### config.mk
export PLATFORM = sky130hd
export DESIGN_NAME = lwl_ring
export DESIGN_NICKNAME = d
export VERILOG_FILES = /design/src/rtl/lwl_pkg.sv /design/src/rtl/lwl_ring.sv
export SDC_FILE = /design/constraint.sdc
export NUM_CORES = 1
export LEC_CHECK = 0
export BUFFER_PORTS_ARGS = -buffer_cell sky130_fd_sc_hd__buf_2
export CAP_MARGIN = 15
export CORE_MARGIN = 3
export CORE_UTILIZATION = 45
export CTS_BUF_LIST = sky130_fd_sc_hd__clkbuf_8
export CTS_CLUSTER_DIAMETER = 60
export DETAILED_ROUTE_END_ITERATION = 6
export PLACE_DENSITY = 0.67
export SYNTH_ARGS = -nofsm -noshare
export SYNTH_HDL_FRONTEND = slang
export SYNTH_SLANG_ARGS = --single-unit
### constraint.sdc
create_clock -name clk_i -period 3.5 [get_ports clk_i]
set_input_delay 0.525 -clock clk_i [delete_from_list [all_inputs] [get_ports clk_i]]
set_output_delay 0.525 -clock clk_i [all_outputs]
set_load 0.03 [all_outputs]
### src/rtl/lwl_pkg.sv
package lwl_pkg;

  // Field widths
  localparam int unsigned VAL_W  = 32;
  localparam int unsigned VLC_W  = 5;
  localparam int unsigned WGT_W  = 18;
  localparam int unsigned COEF_W = 31;

  // Fraction bits of the coefficient formats
  localparam int unsigned CQ = 24;
  localparam int unsigned WQ = 16;

  // Angle constants in Q30
  localparam longint PI_Q30      = 64'sd3373259426;
  localparam longint TWO_PI_Q30  = 2 * PI_Q30;
  localparam longint HALF_PI_Q30 = PI_Q30 / 2;

  // Lifting V mask coefficients in Q24
  localparam logic signed [CQ:0] C14 = -25'sd8813676;
  localparam logic signed [CQ:0] C23 = 25'sd3172035;

  // Saturation limits
  localparam logic [VAL_W-1:0] SAT_MAX = 32'h7fff_ffff;
  localparam logic [VAL_W-1:0] SAT_MIN = 32'h8000_0000;

  typedef enum logic [2:0] {
    OP_LIFT1 = 3'd0,
    OP_LIFT2 = 3'd1,
    OP_LIFT3 = 3'd2,
    OP_SCALE = 3'd3,
    OP_LIFT4 = 3'd4,
    OP_LIFT5 = 3'd5,
    OP_LIFT6 = 3'd6
  } lwl_op_e;

  // One item held in the input register
  typedef struct packed {
    lwl_op_e           op;
    logic              inverse;
    logic [VAL_W-1:0]  target;
    logic [VAL_W-1:0]  nb1;
    logic [VAL_W-1:0]  nb2;
    logic [VAL_W-1:0]  nb3;
    logic [VAL_W-1:0]  nb4;
    logic [WGT_W-1:0]  weight;
    logic [COEF_W-1:0] coef;
    logic              bypass;
  } lwl_item_t;

  // One result item
  typedef struct packed {
    logic [VAL_W-1:0] out0;
    logic [VAL_W-1:0] out1;
    logic [VAL_W-1:0] out2;
    logic [VAL_W-1:0] out3;
    logic             error;
  } lwl_res_t;

  // Round to nearest, ties toward plus infinity, by 2^k
  function automatic longint lwl_rnd(input longint x, input int k);
    longint y;
    y = x + (64'sd1 <<< (k - 1));
    return y >>> k;
  endfunction

endpackage

### src/rtl/lwl_ring.sv
module lwl_ring import lwl_pkg::*; #(
  parameter int unsigned MAX_VALENCE = 16,
  parameter int unsigned CNT_W       = $clog2(MAX_VALENCE + 1),
  parameter int unsigned SUM_W       = VAL_W + CNT_W
) (
  input  logic                    clk_i,
  input  logic                    rst_ni,
  input  logic                    acc_i,
  input  logic                    last_i,
  input  logic signed [VAL_W-1:0] nb1_i,
  output logic signed [SUM_W-1:0] sum_o,
  output logic [CNT_W-1:0]        count_o,
  output logic                    ovf_o
);

  logic signed [SUM_W-1:0] sum_q;
  logic [CNT_W-1:0]        count_q;
  logic                    ovf_q;
  logic                    room;

  // Ring state as it stands once the current neighbour is folded in
  always_comb begin
    room    = count_q < CNT_W'(MAX_VALENCE);
    sum_o   = room ? sum_q + SUM_W'(nb1_i) : sum_q;
    count_o = room ? count_q + CNT_W'(1) : count_q;
    ovf_o   = ovf_q | ~room;
  end

  // Accumulate on each ring transfer, clear after the last one
  always_ff @(posedge clk_i or negedge rst_ni) begin
    if (!rst_ni) begin
      sum_q   <= '0;
      count_q <= '0;
      ovf_q   <= 1'b0;
    end else if (acc_i) begin
      if (last_i) begin
        sum_q   <= '0;
        count_q <= '0;
        ovf_q   <= 1'b0;
      end else begin
        sum_q   <= sum_o;
        count_q <= count_o;
        ovf_q   <= ovf_o;
      end
    end
  end

endmodule

Word level (Yosys, flattened, before mapping)
Index checks and enable logic that the tools add are counted.
{"block": "totals", "out_inout_bits": 43, "regBits": 43}
{"block": "classes", "n_addsub": 2, "n_lt_le_gt_ge": 1, "muxes": 5, "bitwise_logic": 2}
{"op": "2-to-1 mux 37 bit", "count": 2}
{"op": "adder 37 x 32 -> 37 bit", "count": 1}
{"op": "2-to-1 mux 5 bit", "count": 2}
{"op": "adder 5 x 1 -> 5 bit (second input constant)", "count": 1}
{"op": "< comparator 5 bit (second input constant)", "count": 1}
{"op": "2-to-1 mux 1 bit", "count": 1}
{"op": "inverter 1 bit", "count": 1}
{"op": "bitwise OR 1 bit", "count": 1}

Logic depth before layout (Yosys ltp)
{"block": "depth", "word_depth": 4, "ltp_mapped": 12}

Worst setup path after synthesis
No wires, ideal clock.
{"block": "synth_path", "path_kind": "in2out", "startpoint": "in nb1_i[0]", "endpoint": "out sum_o[34]", "cell_stages": 12, "path_buffers": 0, "t_required_ps": 2975, "arrival_ps": 3200, "path_slack_ps": -225, "cell_sequence": "ha_1 > inv_1 > fa_1 > nand2b_1 > a21oi_2 > o21ai_2 > a2111oi_4 > nor2_2 > o31ai_4 > a311oi_1 > xor2_1 > o21ai_0"}
{"block": "synth_via", "elab_chain_cells": 2}
{"element": "start, declared", "line_no": "lwl_ring.sv:10", "rtl": "input logic signed [VAL_W-1:0] nb1_i,"}
{"element": "adder 37 x 32 -> 37 bit", "line_no": "lwl_ring.sv:24", "rtl": "sum_o = room ? sum_q + SUM_W'(nb1_i) : sum_q;"}
{"element": "2-to-1 mux 37 bit", "line_no": "lwl_ring.sv:24"}
{"element": "end, declared", "line_no": "lwl_ring.sv:11", "rtl": "output logic signed [SUM_W-1:0] sum_o,"}
No other way between the ends.

Worst setup path after layout
{"block": "layout_path", "startpoint": "reg sum_q[0]", "endpoint": "out sum_o[34]"}
{"block": "layout_via", "elab_chain_cells": 2}
{"element": "start, declared", "line_no": "lwl_ring.sv:16", "rtl": "logic signed [SUM_W-1:0] sum_q;"}
{"element": "start signal, assigned", "line_no": "lwl_ring.sv:41", "rtl": "sum_q <= sum_o;"}
{"element": "adder 37 x 32 -> 37 bit", "line_no": "lwl_ring.sv:24"}
{"element": "2-to-1 mux 37 bit", "line_no": "lwl_ring.sv:24"}
No other way between the ends.

==> impl_metrics.json <==
{
  "io_buffers": 78,
  "period_minus_slack_ns": 3.608,
  "first_iter_violations": 156,
  "viasPerCell": 5.765,
  "grt_max_degree": 51,
  "clk_pin_slew_ns": 0.10,
  "slew_headroom_pct": 48.26,
  "ant_nets": 0,
  "cts_sinks": 43,
  "diodes": 0,
  "grt_first_pass_wirelength_um": 18800,
  "power.density_mw_per_mm2": 1029,
  "hpwl_um": 8268,
  "r2r-end": "sum_q[34]$_DFFE_PN0P_",
  "synth_ff_type": "dfrtp_1",
  "fp-row-count": 34,
  "netlist_instances": 484,
  "netlist_area_mm2": 0.004079,
  "outcome": "finished with violations",
  "die_area_mm2": 0.01024,
  "path_max_fanout": 3,
  "syn_area_per_cell_um2": 8.428,
  "fin_crit_sh_pct": 103.1,
  "cts_tree": "done",
  "end_kind": "output pin",
  "synth-edff-count": 0,
  "failed_checks": "setup timing",
  "cts-buffers-inserted": 5,
  "vias": 4024,
  "drt_wl_total_um": 11410,
  "dpl_cell_area_mm2": 0.004693,
  "fin_cells": 698,
  "power.leakage_uw": 0.002402,
  "gp_congestion": 0.8843,
  "chipWidth_um": 101.2,
  "setup-violations-final": 3,
  "drv_slew": 0,
  "r2r_start": "sum_q[0]$_DFFE_PN0P_",
  "grt_overflow_total": 0,
  "ys_ff_latch": 43,
  "drv_cap": 0,
  "ff2ff_path_depth": 13,
  "antenna_found_initial": 0,
  "worstPathRequired_ns": 2.97,
  "pre_cts_slack_ns": -0.1113,
  "async_flop_share_pct": 100.0,
  "nets": 663,
  "drive_above_1_share_pct": 31.53,
  "finalClockSkew_ns": 0.01207,
  "fin_area_mm2": 0.005150,
  "worst_slew_pin_slew_ns": 0.7762,
  "ir_drop_mv": 0.3960,
  "cp-start-kind": "register",
  "clockBufferDepth": 2,
  "dp.cells": 674,
  "die_h_um": 101.2,
  "worst-setup-path-type": "register to output pin",
  "wl_per_cell_um": 16.34,
  "fmax_ghz": 0.2772,
  "grt_pass1_vias": 3826,
  "detail_route.drc_violations": 0,
  "post-route-util_pct": 58.77,
  "reg2reg_slack_ns": 0.57,
  "cts.root.buffer_cell": "clkbuf_8",
  "start_util_pct": 46.54,
  "hold_viol": 0,
  "grt_use_total_pct": 22.47,
  "clock_latency_ns": 0.31,
  "cp.arrival_ns": 3.08,
  "yosysUniqueCellTypes": 66,
  "coreArea_mm2": 0.008763,
  "syn2layout_area_growth_pct": 26.26,
  "rsz0062_at_grt": "true",
  "dr.pass1.iters": 5,
  "ys_seq_area_share_pct": 26.38,
  "synth-warning-count": 0,
  "pin_count": 79,
  "setup_ws_ns": -0.1078,
  "hp-class": "input port to asynchronous set/reset pin",
  "syn-num-nets": 558,
  "htree_levels": 2
}
==> flip-flops by register name (all words and copies together) (netlist names) <==
signal,cells
ovf_q,1
sum_q,37
count_q,5
==> critical path, cell delays in order (launching register included) <==
cell	delay [ns]
dfrtp_1	0.37
ha_2	0.19
inv_2	0.04
fa_2	0.34
nand2b_4	0.16
a21oi_4	0.19
o21ai_4	0.10
a2111oi_4	0.30
nor2_2	0.09
o31ai_4	0.33
a311oi_2	0.16
xor2_1	0.20
o21ai_1	0.13
buf_4	0.18
==> per-layer routing <==
metal	global-route usage (%)	wire length (um)	vias to the layer above	share of wire [%]
met3	2.273	415	5	3.6
met4	4.499	83	0	0.73
met1	31.63	5363	1950	47
met2	37.63	5544	69	49
li1	-	-	2000	-
met5	0	0	-	0
==> power by group <==
part	internal, uW	total [uW]	switching (uW)
logic	1670	4110	2440
registers	677	846	169
clock network	138	337	200
==> cell usage after synthesis, types with 17 or more instances <==
cell	count	area share [%]
o21ai_0	66	8.1
nand2_1	61	5.6
dfrtp_1	43	26
ha_1	37	11
a21oi_1	35	4.3
a22o_1	28	6.0
a21o_1	20	3.7
xnor2_1	20	4.3
nor2_1	18	1.7
xor2_1	18	3.9
clkbuf_1	17	1.6
==> metrics by stage <==
stage           TNS, ns  power, uW  hold slack, ns
6_report        -0.2036       5297          0.1403
5_1_grt          -1.223       5714          0.1733
4_1_cts        -0.07719       4987          0.4525
3_5_place_dp    -0.2480       4530          0.5099
3_3_place_gp    -0.1658       4486          0.5019
2_1_floorplan         0       3529          0.2294
==> worst max path at each step <==
stage / depth (start not counted) / endpoint / slack [ns] / start
floorplan: 12 / sum_o[34] / 0.003 / nb1_i[0]
global placement: 14 / sum_o[34] / -0.09 / nb1_i[0]
detailed placement: 14 / sum_o[34] / -0.11 / nb1_i[0]
CTS: 13 / sum_o[34] / -0.05 / sum_q[0]$_DFFE_PN0P_
global route: 13 / sum_o[34] / -0.26 / sum_q[0]$_DFFE_PN0P_
finish: 13 / sum_o[34] / -0.11 / sum_q[0]$_DFFE_PN0P_
==> cell usage in the layout (no fill, tap or decap), types with 17 or more instances in the layout <==
cell type and count:
a21o_1 20, buf_2 68, buf_4 55, xor2_1 17, a22o_1 28, dfrtp_1 42
o21ai_0 56, xnor2_1 17, nor2_1 18, a21oi_1 32, ha_1 27, nand2_1 60
==> final cells by class <==
cell class,instances,area [um^2]
Tap cell,108,135.1
Timing Repair Buffer,126,792.0
Inverter,8,30.03
Multi-Input combinational cell,405,3032
Clock buffer,5,68.82
Clock inverter,3,15.01
Fill cell,809,3613
Sequential cell,43,1077
==> logic make-up after synthesis <==
kind of cell / after synthesis / share of synthesized area, %
AO/OA/AOI/OAI: 203 / 34.11
multiplexers: 7 / 1.871
flip-flops: 43 / 26.38
adder cells (fa/ha/maj): 38 / 11.84
AND/OR/NAND/NOR: 119 / 13.16
buffers and inverters: 36 / 4.479
XOR/XNOR: 38 / 8.160
==> timing repair <==
| item | in CTS | in global routing |
|---|---|---|
| endpoints found under the hold margin | 0 | 0 |
| pin swaps | 6 | 15 |
| resized for setup | 14 | 39 |
| endpoints found under the setup margin | 8 | 16 |
| setup buffers | 3 | 12 |
| hold buffers | 0 | 0 |
Note: power is estimated with default switching activity, not from simulation.
